**config.mk**
```make
export PLATFORM = sky130hd
export DESIGN_NAME = sensor_packet_xor_descrambler_unit
export DESIGN_NICKNAME = d
export VERILOG_FILES = /design/src/rtl/spxd_pkg.sv /design/src/rtl/spxd_frame.sv /design/src/rtl/sensor_packet_xor_descrambler_unit.sv
export SDC_FILE = /design/constraint.sdc
export NUM_CORES = 1
export LEC_CHECK = 0
export BUFFER_PORTS_ARGS = -buffer_cell sky130_fd_sc_hd__buf_2
export CORE_MARGIN = 2
export CORE_UTILIZATION = 53
export CTS_CLUSTER_DIAMETER = 50
export CTS_CLUSTER_SIZE = 25
export DETAILED_ROUTE_END_ITERATION = 16
export PLACE_DENSITY = 0.77
export REMOVE_ABC_BUFFERS = 1
export SLEW_MARGIN = 0
export SYNTH_ARGS = -nofsm -noshare
export SYNTH_HDL_FRONTEND = slang
export SYNTH_SLANG_ARGS = --single-unit
```
**constraint.sdc**
```tcl
create_clock -name clk -period 4.8 [get_ports clk]
set_clock_uncertainty 0.15 [all_clocks]
set_input_delay 0.96 -clock clk [delete_from_list [all_inputs] [get_ports clk]]
set_output_delay 0.96 -clock clk [all_outputs]
set_load 0.1 [all_outputs]
```
**src/rtl/spxd_pkg.sv**
```systemverilog
// Shared types, constants and key helper for the sensor packet descrambler.
package spxd_pkg;

  localparam logic [31:0] KEY_ADD    = 32'hA2C71735;
  localparam logic [7:0]  KEY_FIXED  = 8'h47;
  localparam int unsigned DATA_FIRST = 5;
  localparam int unsigned DATA_COUNT = 13;
  localparam int unsigned DATA_IDX_W = 4;

  typedef logic [7:0] byte_t;

  typedef struct packed {
    logic [31:0] serial;
    logic [15:0] packet_count;
    logic [15:0] avg_time;
    logic [31:0] pulse_count;
    logic [7:0]  power_level;
    logic        serial_match;
  } spxd_result_t;

  // The key repeats every five data bytes: sum byte 3, byte 0, byte 1, the
  // fixed byte, then sum byte 2.
  function automatic byte_t key_byte(input logic [DATA_IDX_W-1:0] k,
                                     input logic [31:0] s);
    byte_t kb;
    case (k)
      4'd0, 4'd5, 4'd10: kb = s[31:24];
      4'd1, 4'd6, 4'd11: kb = s[7:0];
      4'd2, 4'd7, 4'd12: kb = s[15:8];
      4'd3, 4'd8:        kb = KEY_FIXED;
      4'd4, 4'd9:        kb = s[23:16];
      default:           kb = '0;
    endcase
    return kb;
  endfunction

endpackage

```
**src/rtl/spxd_frame.sv**
```systemverilog
// Byte position tracking, descrambling store and result unpacking.
module spxd_frame import spxd_pkg::*; #(
  parameter int PACKET_BYTES = 18
) (
  input  logic         clk,
  input  logic         rst_n,
  input  logic         step,
  input  byte_t        pkt_byte,
  input  logic         packet_start,
  input  logic [31:0]  expected_serial,
  output logic         last,
  output spxd_result_t result
);

  localparam int POS_W = $clog2(PACKET_BYTES);
  localparam logic [POS_W-1:0] POS_LAST  = POS_W'(PACKET_BYTES - 1);
  localparam logic [POS_W-1:0] POS_FIRST = POS_W'(DATA_FIRST);
  localparam logic [POS_W-1:0] POS_END   = POS_W'(DATA_FIRST + DATA_COUNT);

  logic [POS_W-1:0]      pos_r;
  logic [POS_W-1:0]      pos_nxt;
  logic [POS_W-1:0]      pos;
  logic [POS_W-1:0]      pos_off;
  logic [DATA_IDX_W-1:0] data_idx;
  logic                  data_wr;
  logic [31:0]           key_sum;
  byte_t                 plain;
  byte_t                 store_r [DATA_COUNT];
  byte_t                 view    [DATA_COUNT];
  logic [31:0]           dec_serial;

  assign pos      = packet_start ? '0 : pos_r;
  assign last     = (pos == POS_LAST);
  assign pos_nxt  = last ? '0 : pos + POS_W'(1);
  assign pos_off  = pos - POS_FIRST;
  assign data_idx = pos_off[DATA_IDX_W-1:0];
  assign data_wr  = (pos >= POS_FIRST) && (pos < POS_END);
  assign key_sum  = expected_serial + KEY_ADD;
  assign plain    = pkt_byte ^ key_byte(data_idx, key_sum);

  always_ff @(posedge clk) begin
    if (!rst_n) begin
      pos_r <= '0;
    end else if (step) begin
      pos_r <= pos_nxt;
    end
  end

  always_ff @(posedge clk) begin
    if (step && data_wr) begin
      store_r[data_idx] <= plain;
    end
  end

  // The last packet byte may itself be a data byte, so it is forwarded into
  // the unpacking view in the same cycle it is stored.
  always_comb begin
    for (int i = 0; i < DATA_COUNT; i++) begin
      view[i] = (data_wr && (data_idx == DATA_IDX_W'(i))) ? plain : store_r[i];
    end
  end

  assign dec_serial = {view[0], view[1], view[2], view[3]};

  always_comb begin
    result = '0;
    if (dec_serial == expected_serial) begin
      result.serial       = dec_serial;
      result.packet_count = {view[4], view[5]};
      result.avg_time     = {view[6], view[7]};
      result.pulse_count  = {view[8], view[9], view[10], view[11]};
      result.power_level  = view[12];
      result.serial_match = 1'b1;
    end
  end

endmodule

```
**src/rtl/sensor_packet_xor_descrambler_unit.sv**
```systemverilog
// Top level of the sensor packet XOR descrambler.
// Takes one received packet byte per cycle unless in_stall is high and, after
// the last byte of each PACKET_BYTES-byte packet, delivers one decoded result:
// serial, packet count, average time, pulse count and power, all zero with
// serial_match low when the decoded serial differs from the configured one. A
// byte with in_packet_start high is byte 0 of a packet; otherwise the position
// simply advances and wraps after the last byte. Bytes are accepted back to
// back at one per cycle while in_stall is low; a packet's last byte is captured
// in the input register, and the single descramble-and-unpack pass loads its
// result into the output register. The expected serial is written through
// the cfg_ port, which is always ready, and should only change between packets.
module sensor_packet_xor_descrambler_unit import spxd_pkg::*; #(
  parameter int PACKET_BYTES = 18
) (
  input  logic        clk,
  input  logic        rst_n,
  input  logic        in_valid,
  output logic        in_stall,
  input  logic [7:0]  in_pkt_byte,
  input  logic        in_packet_start,
  output logic        out_valid,
  input  logic        out_stall,
  output logic [31:0] out_serial,
  output logic [15:0] out_packet_count,
  output logic [15:0] out_avg_time,
  output logic [31:0] out_pulse_count,
  output logic [7:0]  out_power_level,
  output logic        out_serial_match,
  input  logic        cfg_valid,
  output logic        cfg_ready,
  input  logic [31:0] cfg_expected_serial
);

  logic         cfg_wr;
  logic [31:0]  serial_r;
  logic         in_vld_r;
  byte_t        in_byte_r;
  logic         in_start_r;
  logic         out_vld_r;
  spxd_result_t out_r;
  logic         out_free;
  logic         step;
  logic         last;
  spxd_result_t result;

  assign cfg_ready = 1'b1;
  assign cfg_wr    = cfg_valid && cfg_ready;

  always_ff @(posedge clk) begin
    if (!rst_n) begin
      serial_r <= '0;
    end else if (cfg_wr) begin
      serial_r <= cfg_expected_serial;
    end
  end

  // A byte that completes a packet may only move on when the output register
  // is empty or being emptied in this cycle.
  assign out_free = !out_vld_r || !out_stall;
  assign step     = in_vld_r && (!last || out_free);
  assign in_stall = in_vld_r && !step;

  always_ff @(posedge clk) begin
    if (!rst_n) begin
      in_vld_r <= 1'b0;
    end else if (!in_stall) begin
      in_vld_r <= in_valid;
    end
  end

  always_ff @(posedge clk) begin
    if (in_valid && !in_stall) begin
      in_byte_r  <= in_pkt_byte;
      in_start_r <= in_packet_start;
    end
  end

  spxd_frame #(
    .PACKET_BYTES (PACKET_BYTES)
  ) u_frame (
    .clk             (clk),
    .rst_n           (rst_n),
    .step            (step),
    .pkt_byte        (in_byte_r),
    .packet_start    (in_start_r),
    .expected_serial (serial_r),
    .last            (last),
    .result          (result)
  );

  always_ff @(posedge clk) begin
    if (!rst_n) begin
      out_vld_r <= 1'b0;
    end else if (out_free) begin
      out_vld_r <= step && last;
    end
  end

  always_ff @(posedge clk) begin
    if (step && last) begin
      out_r <= result;
    end
  end

  assign out_valid        = out_vld_r;
  assign out_serial       = out_r.serial;
  assign out_packet_count = out_r.packet_count;
  assign out_avg_time     = out_r.avg_time;
  assign out_pulse_count  = out_r.pulse_count;
  assign out_power_level  = out_r.power_level;
  assign out_serial_match = out_r.serial_match;

endmodule
```
==> results of run 1 <==
-- per-layer routing --
| metal | GRT usage | up-vias |
|---|---|---|
| met4 | 0.09567 | 0 |
| met2 | 0.4126 | 418 |
| li1 | - | 4357 |
| met5 | 0 | - |
| met1 | 0.3513 | 4396 |
| met3 | 0.03340 | 66 |
-- logic make-up after synthesis --
group,Yosys count,synth area share
simple gates,405,0.1762
mux,45,0.03635
flops,257,0.5848
xor+xnor,68,0.04754
other cells,1,0.0002993
compound gates,190,0.1076
fa+ha+maj,4,0.003995
buf+inv,123,0.04324
-- synthesized netlist by cell type, types with 23 or more instances --
cell | n | share of area
dfxtp_1 | 39 | 0.062
xor2_1 | 37 | 0.026
mux2i_1 | 41 | 0.033
xnor2_1 | 31 | 0.022
nor2b_1 | 37 | 0.018
a21oi_1 | 23 | 0.0092
edfxtp_1 | 218 | 0.52
clkbuf_1 | 55 | 0.016
inv_1 | 27 | 0.0081
nand2_1 | 100 | 0.030
nor2_1 | 41 | 0.012
o21ai_0 | 44 | 0.018
and3_1 | 107 | 0.053
-- sequential cells by signal (all words and copies together) (netlist names) --
name              count
out_avg_time         16
u_frame.store_r     104
out_power_level       8
in_start_r            1
in_byte_r             8
out_valid             1
out_packet_count     16
serial_r             32
u_frame.pos_r         5
out_serial_match      1
in_vld_r              1
out_serial           32
out_pulse_count      32
-- worst max-delay path, stage by stage (launching register included) --
cell and delay (ns):
edfxtp_1 0.45, nand2b_1 0.24, ha_1 0.23, buf_4 0.17, inv_1 0.12, nor2_1 0.06, a221o_1 0.41, a32oi_1 0.46
and3_1 0.27, mux2_2 0.36, or3_1 0.34, a21oi_1 0.14, nand4_1 0.15, nor3_4 0.20, buf_12 0.29, and3_1 0.23
-- layout by cell type, fill, tap and decap left out, types with 9 or more instances in the layout --
cell type and n:
edfxtp_1 218, buf_2 152, and3_1 107, nand2_1 100, buf_4 69, o21ai_0 44, nor2_1 41, mux2i_1 41
dfxtp_1 39, xor2_1 37, nor2b_1 36, xnor2_1 30, inv_1 26, a21oi_1 23, clkbuf_16 23, nor3_1 20
nand3_1 17, nor4_1 14, o211ai_1 11, a22oi_1 10, o22ai_1 10, nand2b_1 10, or3_1 9
-- worst paths after layout --
check             depth (start not counted)                  start  slack (ns)              endpoint
setup / recovery                         15             in_start_r        0.33   out_packet_count[8]
hold / removal                            1  u_frame.store_r[4][2]        0.39  out_packet_count[10]
hold reg to reg                           1  u_frame.store_r[4][2]        0.39  out_packet_count[10]
setup reg to reg                         15             in_start_r        0.33   out_packet_count[8]
-- where the power goes --
part / total (mW) / internal [mW] / switching, mW / leakage [nW]
Sequential: 2.54 / 2.48 / 0.0564 / 2.07
Combinational: 0.499 / 0.180 / 0.319 / 3.05
Clock: 1.85 / 0.944 / 0.910 / 0.370
Total: 4.89 / 3.60 / 1.29 / 5.49
-- final cells by class --
| cell class | instances | area [sq um] |
|---|---|---|
| multi-input combinational | 713 | 4682 |
| fill | 1860 | 8650 |
| tap | 319 | 399.1 |
| timing repair buffer | 227 | 1399 |
| clock buffer | 23 | 575.6 |
| inverter | 27 | 103.9 |
| clock inverter | 17 | 196.4 |
| sequential | 257 | 7327 |
-- stage by stage --
stage	instances	TNS [ns]
after CTS	1583	0
final	1583	0
after floorplan	997	-94.62
after global routing	1583	0
after detailed placement	1543	0
after global placement	1543	0
==> reports/metrics.cfg, run 1 <==
[timing]
whs_ns=0.3887
report.final.hold_viol_count=0
slew_headroom=0.2871
drv_slew=0
fmax_mhz=223.8
period_share=0.9310
layout_setup_ws_ns=0.3312
worstMarginPinSlew_ns=1.065
rsz0062_at_grt=false
min_period_ns=4.469
finalSetupViolCount=0

[floorplanning]
die_height_um=157.7
io_pins=154
dieWidth_um=157.7
rows=56
initial_core_util=0.5369
design.core.area_sq_um=23330
dieArea_sq_um=24880

[setup_path]
end_kind=register
arrival_ns=4.70
required_ns=5.03
cp-start-kind=register
criticalPathCategory=register to register
path_max_fanout=97

[global_routing]
antenna_found_initial=0
grt_first_pass_wirelength_mm=48.47
gr-total-overflow=0
grtUsageTotal=0.2544
grt_start_max_net_pins=98
grt_pass1_vias=8633

[place]
dp_hpwl_mm=22.74
dp_slack_ns=0.4640
gp_congestion=0.9990
port_buffers=152
placed_area_sq_um=13910

[synth]
ys_ff_latch=257
synth_area_sq_um=12530
syn_inst=1093
synth.distinct_cells=75
yosys_warnings=0
synth_ff_type=edfxtp_1
synth_edf_count=218
async_flop_share=0
syn_area_per_cell_sq_um=11.46
seq_area_frac_synth=0.5848

[detailed_routing]
ant_nets=0
drc=0
vias=9237
routed_wl_mm=32.10
wire_per_inst_um=20.28
viasPerCell=5.835
dr.max_layer_used=met4
first_iter_violations=782
wl_met3_mm=2.415
wl_met1_mm=13.58
dr.pass1.iters=5
wl_met2_mm=15.03

[clock_network]
root_buffer=clkbuf_16
tritoncts=done
cts_buffers=22
clk_latency_ns=0.52
post-cts-setup-buffers=0
cts-hold-fix-buffers=0
path_clk_slew_ns=0.07
cts.sinks=257
cts_max_level=1
cts_resized=0
cts_buffer_depth=3

[final_layout]
area_growth_syn_to_layout_pct=17.20
fin_util=0.6293
fin_nets=1298
antenna_cells=0
stdcell_area_sq_um=14680
final_layout_size_suffix_gt1_frac=0.2239

[run]
cap_violations=0

[outcome]
outcome=finished clean

[power]
powerDensity_nw_per_um2=332.9
ir_worst_vdd_mv=0.2836
cellLeakagePower_nw=5.486
p_total_mw=4.888

[min_path]
hp-class=register to register

(Power assumes the default switching activity.)
==> run 2: changes to the inputs <==
- CORE_UTILIZATION: 53 -> 54
- SYNTH_HIERARCHICAL: unset -> 1
==> reports/metrics.cfg, run 2 <==
[final_layout]
final_layout_size_suffix_gt1_frac=0.2495  ; was 0.2239
n_fill_cell=2081  ; was 1860
area_growth_syn_to_layout_pct=16.36  ; was 17.20%
largest_register_ff_count=104  ; unchanged
regMostFlops=u_frame/store_r  ; was u_frame.store_r
layout_common_cells=edfxtp_1 (218), buf_2 (152), nand2_1 (142)  ; was edfxtp_1 (218), buf_2 (152), and3_1 (107)
mostFrequentLayoutCell=edfxtp_1  ; unchanged
fin_nets=1562  ; was 1298
antenna_cells=0  ; unchanged
final_cells=1866  ; was 1583
fin_util=0.6350  ; was 0.6293

[synth]
synth_top_area_share=0.4630  ; was 0.5225
synth_area_leaders=edfxtp_1 (46%), dfxtp_1 (5.5%), nand3_1 (4.5%), nand2_1 (3.8%), o21ai_0 (3.8%)  ; was edfxtp_1 (52%), dfxtp_1 (6.2%), and3_1 (5.3%), mux2i_1 (3.3%), nand2_1 (3.0%)
yosys.cell_count.top_type=edfxtp_1  ; unchanged
seq_area_frac_synth=0.5182  ; was 0.5848
syn_inst=1372  ; was 1093
synth_area_sq_um=14140  ; was 12530 sq um
synth_edf_count=218  ; unchanged
yosys_warnings=6  ; was 0
synth_ff_type=edfxtp_1  ; unchanged
yosysTopAreaCell=edfxtp_1  ; unchanged
syn_area_per_cell_sq_um=10.31  ; was 11.46 sq um
async_flop_share=0  ; unchanged
ys_ff_latch=257  ; unchanged
synthTopCellsByCount=edfxtp_1 (218), nand2_1 (142), nand3_1 (127)  ; was edfxtp_1 (218), and3_1 (107), nand2_1 (100)
synth.distinct_cells=86  ; was 75

[setup_path]
cp_top_family=compound AO/OA/AOI/OAI gates  ; was simple AND/OR/NAND/NOR gates
cp_num_buf_inv=3  ; unchanged
arrival_ns=4.85  ; was 4.70 ns
crit_chain=inv_1 > nand2_1 > ha_1 > nor2b_1 > a221o_1 > a22oi_1 > o211ai_2 > a2111oi_4 > buf_4 > mux2i_1 > a41o_1 > nor4_1 > and4_1 > nand4_4 > buf_12 > nor3_1  ; was nand2b_1 > ha_1 > buf_4 > inv_1 > nor2_1 > a221o_1 > a32oi_1 > and3_1 > mux2_2 > or3_1 > a21oi_1 > nand4_1 > nor3_4 > buf_12 > and3_1
criticalPathCategory=register to register  ; unchanged
cp-start-kind=register  ; unchanged
end_kind=register  ; unchanged
path_max_fanout=45  ; was 97
required_ns=5.01  ; was 5.03 ns
cpPeakStageDelay_ns=0.38  ; was 0.46 ns
crit_slowest_cell=edfxtp_1  ; was a32oi_1

[detailed_routing]
wl_met1_mm=16.97  ; was 13.58 mm
dr.pass1.iters=5  ; unchanged
wl_met2_mm=19.35  ; was 15.03 mm
viasPerCell=6.217  ; was 5.835
drc=0  ; unchanged
wire_per_inst_um=22.25  ; was 20.28 um
routed_wl_mm=41.52  ; was 32.10 mm
ant_nets=0  ; unchanged
vias=11600  ; was 9237
wl_met3_mm=3.886  ; was 2.415 mm
first_iter_violations=1486  ; was 782
dr.max_layer_used=met4  ; unchanged

[clock_network]
clk_latency_ns=0.55  ; was 0.52 ns
cts_buffers=25  ; was 22
path_clk_slew_ns=0.07  ; about the same
cts.sinks=257  ; unchanged
tritoncts=done  ; unchanged
cts_max_level=1  ; unchanged
root_buffer=clkbuf_16  ; unchanged
cts_buffer_depth=3  ; unchanged
post-cts-setup-buffers=0  ; unchanged

[floorplanning]
initial_core_util=0.5457  ; was 0.5369
dieWidth_um=165.8  ; was 157.7 um
rows=59  ; was 56
io_pins=154  ; unchanged
die_height_um=165.8  ; was 157.7 um
design.core.area_sq_um=25910  ; was 23330 sq um
dieArea_sq_um=27490  ; was 24880 sq um

[timing]
report.final.hold_viol_count=0  ; unchanged
rsz0062_at_grt=false  ; unchanged
finalSetupViolCount=0  ; unchanged
whs_ns=0.3942  ; was 0.3887 ns
slew_headroom=0.3855  ; was 0.2871
drv_slew=0  ; unchanged
min_period_ns=4.637  ; was 4.469 ns
fmax_mhz=215.6  ; was 223.8 MHz
period_share=0.9661  ; was 0.9310
worstMarginPinSlew_ns=0.9218  ; was 1.065 ns

[power]
power.switching_mw=1.478  ; was 1.285 mW
pwr-share-clk=0.384  ; was 0.379
powerDensity_nw_per_um2=315.8  ; was 332.9 nW/um^2
p_int_mw=3.718  ; was 3.603 mW
combPwrFrac=0.128  ; was 0.102
switching_share=0.2844  ; was 0.2629
cellLeakagePower_nw=5.740  ; was 5.486 nW
ir_worst_vdd_mv=0.3357  ; was 0.2836 mV
seqPwrFrac=0.488  ; was 0.519

[place]
port_buffers=152  ; unchanged
post-place-cells=1820  ; was 1543
gp_congestion=1.045  ; was 0.9990
dp_hpwl_mm=28.77  ; was 22.74 mm

[global_routing]
antenna_found_initial=0  ; unchanged
grtUsageTotal=0.2968  ; was 0.2544
grt_start_max_net_pins=84  ; was 98
gr-total-overflow=0  ; unchanged
grt_first_pass_wirelength_mm=64.14  ; was 48.47 mm
grt_pass1_vias=11040  ; was 8633

[outcome]
outcome=finished clean  ; unchanged

[run]
cap_violations=0  ; unchanged

[min_path]
hp-class=register to register  ; unchanged

-- run 2: cell types whose count changed after synthesis, sizes merged, moves of 9 or more --
| cell | delta |
|---|---|
| and3 | -97 |
| buf | +10 |
| o21ai | +61 |
| mux2 | +15 |
| a21oi | +9 |
| nand2 | +42 |
| clkbuf | +20 |
| nor3 | +102 |
| nand3 | +110 |
| nor2 | +15 |
| xnor2 | +13 |
-- run 2: metrics by stage --
step | power [mW] | cell area (sq um) | TNS (ns) | setup slack, ns
floorplan | 2.872 | 13540 | -508.61 | -2.521
global placement | 3.215 | 15570 | 0 | 0.4267
detailed placement | 3.226 | 15570 | 0 | 0.2159
CTS | 5.190 | 16420 | 0 | 0.2084
global route | 5.340 | 16450 | 0 | 0.002480
finish | 5.196 | 16450 | 0 | 0.1625
-- run 2: cells by family after synthesis --
family                     synth area share
and+or+nand+nor                      0.2195
DFF                                  0.5182
AOI/OAI and AO/OA                    0.1203
buffers and inverters               0.04929
xor gates and xnor gates            0.04690
muxes                               0.04203
adders and majority gates          0.003540
other                             0.0002652
-- run 2: worst paths after layout --
| kind | from | to | cells after the start | slack, ns |
|---|---|---|---|---|
| worst max-delay path | in_start_r | out_avg_time[10] | 16 | 0.16 |
| worst min-delay path | out_valid | out_valid | 2 | 0.39 |
| worst max register to register | in_start_r | out_avg_time[10] | 16 | 0.16 |
| worst min register to register | out_valid | out_valid | 2 | 0.39 |
-- run 2: cell type report --
class,instances,area [sq um],share of cell area
Tap cell,335,419.2,0.02548
Multi-Input combinational cell,964,6217,0.3779
Timing Repair Buffer,239,1551,0.09430
Clock inverter,21,219.0,0.01331
Sequential cell,257,7327,0.4453
Clock buffer,25,625.6,0.03802
Inverter,25,93.84,0.005703
-- run 2: tightest hold or removal path, delay by kind of cell, from the launching register on --
kind / cells / cell delay (ns)
DFF: 1 / 0.36
and+or+nand+nor: 1 / 0.07
AOI/OAI and AO/OA: 1 / 0.06
-- run 2: metal layers --
layer,global-route usage,vias to the layer above
li1,-,5337
met1,0.4108,5537
met2,0.4862,630
met3,0.04361,97
met4,0.09376,0
met5,0,-
-- run 2: what timing repair did --
item / 4_1_cts / 5_1_grt
hold buffers: 0 / 0
setup endpoints to repair: 0 / 105
resized for setup: 0 / 7
-- run 2: power by group through the flow --
stage | clock network (mW) | logic, mW | registers [mW]
floorplan | 0 | 0.296 | 2.58
global placement | 0 | 0.634 | 2.58
detailed placement | 0 | 0.645 | 2.58
CTS | 2.01 | 0.647 | 2.53
global route | 2.11 | 0.698 | 2.54
finish | 2.00 | 0.666 | 2.53
==> run 3: changes to the inputs <==
- RECOVER_POWER: unset -> 25
==> reports/metrics.cfg, run 3 (synthesis results as in run 2) <==
[outcome]
outcome=finished, violations left  ; was finished clean
violations=capacitance limit, slew limit

[timing]
fin_tns_setup_ns=0  ; unchanged
worstMarginPinSlew_ns=2.200  ; was 0.9218 ns
fmax_mhz=214.5  ; was 215.6 MHz
finalSetupViolCount=0  ; unchanged
whs_ns=0.3913  ; was 0.3942 ns
report.final.hold_viol_count=0  ; unchanged
rsz0062_at_grt=false  ; unchanged
drv_slew=33  ; was 0
slew_headroom=-0.4666  ; was 0.3855
period_share=0.9711  ; was 0.9661
min_period_ns=4.661  ; was 4.637 ns

[final_layout]
layout_common_cells=edfxtp_1 (218), nand2_1 (142), nand3_1 (127)  ; was edfxtp_1 (218), buf_2 (152), nand2_1 (142)
regMostFlops=u_frame/store_r  ; unchanged
largest_register_ff_count=104  ; unchanged
final_layout_size_suffix_gt1_frac=0.1894  ; was 0.2495
area_growth_syn_to_layout_pct=15.53  ; was 16.36%
n_fill_cell=2132  ; was 2081
mostFrequentLayoutCell=edfxtp_1  ; unchanged
fin_nets=1562  ; unchanged
antenna_cells=0  ; unchanged

[floorplanning]
design.core.area_sq_um=25910  ; unchanged
rows=59  ; unchanged
io_pins=154  ; unchanged
initial_core_util=0.5457  ; unchanged
dieWidth_um=165.8  ; unchanged
die_height_um=165.8  ; unchanged
dieArea_sq_um=27490  ; unchanged

[global_routing]
grt_start_max_net_pins=84  ; unchanged
grt_first_pass_wirelength_mm=64.14  ; unchanged
antenna_found_initial=0  ; unchanged
grtUsageTotal=0.2968  ; unchanged
grt_pass1_vias=11040  ; unchanged
gr-total-overflow=0  ; unchanged

[clock_network]
cts.sinks=257  ; unchanged
root_buffer=clkbuf_16  ; unchanged
cts_buffer_depth=3  ; unchanged
tritoncts=done  ; unchanged
path_clk_slew_ns=0.07  ; about the same
cts-hold-fix-buffers=0  ; unchanged
cts_buffers=25  ; unchanged
clk_latency_ns=0.55  ; about the same
cts_max_level=1  ; unchanged

[place]
port_buffers=152  ; unchanged
gp_congestion=1.045  ; unchanged
dp_hpwl_mm=28.77  ; unchanged

[setup_path]
end_kind=register  ; unchanged
criticalPathCategory=register to register  ; unchanged
path_max_fanout=45  ; unchanged
reg2reg_to=out_avg_time[10]  ; unchanged
r2r-start=in_start_r  ; unchanged
r2r_cells=16  ; unchanged
rrSetupSlack_ns=0.14  ; was 0.16 ns
arrival_ns=4.87  ; was 4.85 ns
required_ns=5.01  ; about the same
cp-start-kind=register  ; unchanged

[detailed_routing]
vias=11600  ; about the same
drc=0  ; unchanged
first_iter_violations=1448  ; was 1486
dr.pass1.iters=8  ; was 5
viasPerCell=6.214  ; was 6.217
ant_nets=0  ; unchanged
wire_per_inst_um=22.27  ; was 22.25 um
routed_wl_mm=41.56  ; was 41.52 mm

[power]
powerDensity_nw_per_um2=317.8  ; was 315.8 nW/um^2
cellLeakagePower_nw=5.635  ; was 5.740 nW
ir_worst_vdd_mv=0.3377  ; was 0.3357 mV

[min_path]
hp-start=out_valid  ; unchanged
hold_end=out_valid  ; unchanged
holdPathStages=2  ; unchanged
hp-class=register to register  ; unchanged

[run]
cap_violations=1  ; was 0

[run 3: cell count changes in the layout (fill, tap and decap cells not counted)]
cell / previous run / this run
buf_2: 152 / 61
clkbuf_1: 0 / 92
buf_4: 76 / 75
[run 3: area by class of cell]
| class | count | area (sq um) | share of cell area |
|---|---|---|---|
| clock buffer | 25 | 625.6 | 0.03830 |
| clock inverter | 21 | 219.0 | 0.01340 |
| inverter | 25 | 93.84 | 0.005744 |
| multi-input combinational | 964 | 6217 | 0.3806 |
| sequential | 257 | 7327 | 0.4485 |
| tap | 335 | 419.2 | 0.02566 |
| timing repair buffer | 239 | 1434 | 0.08778 |
[run 3: how the worst max path moves through the flow]
stage	startpoint	endpoint	slack (ns)	cells past startpoint
5_1_grt	in_start_r	out_power_level[6]	0.002	15
3_3_place_gp	serial_r[16]	out_avg_time[4]	0.43	12
4_1_cts	in_start_r	out_avg_time[10]	0.21	15
3_5_place_dp	in_start_r	out_avg_time[10]	0.22	15
2_1_floorplan	in_start_r	out_avg_time[14]	-2.52	16
6_report	in_start_r	out_avg_time[10]	0.14	16
[run 3: critical path, cell delays in order, from the launching register on]
cell	delay [ns]
edfxtp_1	0.38
inv_1	0.22
nand2_1	0.18
ha_1	0.29
nor2b_1	0.17
a221o_1	0.33
a22oi_1	0.38
o211ai_2	0.22
a2111oi_4	0.36
buf_4	0.20
mux2i_1	0.07
a41o_1	0.21
nor4_1	0.32
and4_1	0.29
nand4_4	0.15
buf_12	0.23
nor3_1	0.28
[run 3: through the flow]
step	instances	instance area, sq um	worst slack (ns)	power, mW	util
after floorplan	1246	13540	-2.521	2.872	-
after global placement	1820	15570	0.4267	3.215	0.6011
after detailed placement	1820	15570	0.2159	3.226	0.6011
after CTS	1866	16420	0.2084	5.190	0.6337
after global routing	1866	16340	0.002480	5.341	0.6305
final	1866	16340	0.1386	5.192	0.6305
[run 3: repair_timing]
item,CTS,global route
setup endpoints to repair,0,105
gates resized for setup,0,7
buffers inserted,0,0
[run 3: power breakdown]
part	switching, mW	internal, mW
logic	0.448	0.220
registers	0.0571	2.48
clock network	0.967	1.02
total	1.47	3.72
[run 3: layer usage]
layer,track usage,wire length (um)
met1,0.4108,16980
met2,0.4862,19490
met3,0.04361,3805
met4,0.09376,1284
met5,0,0
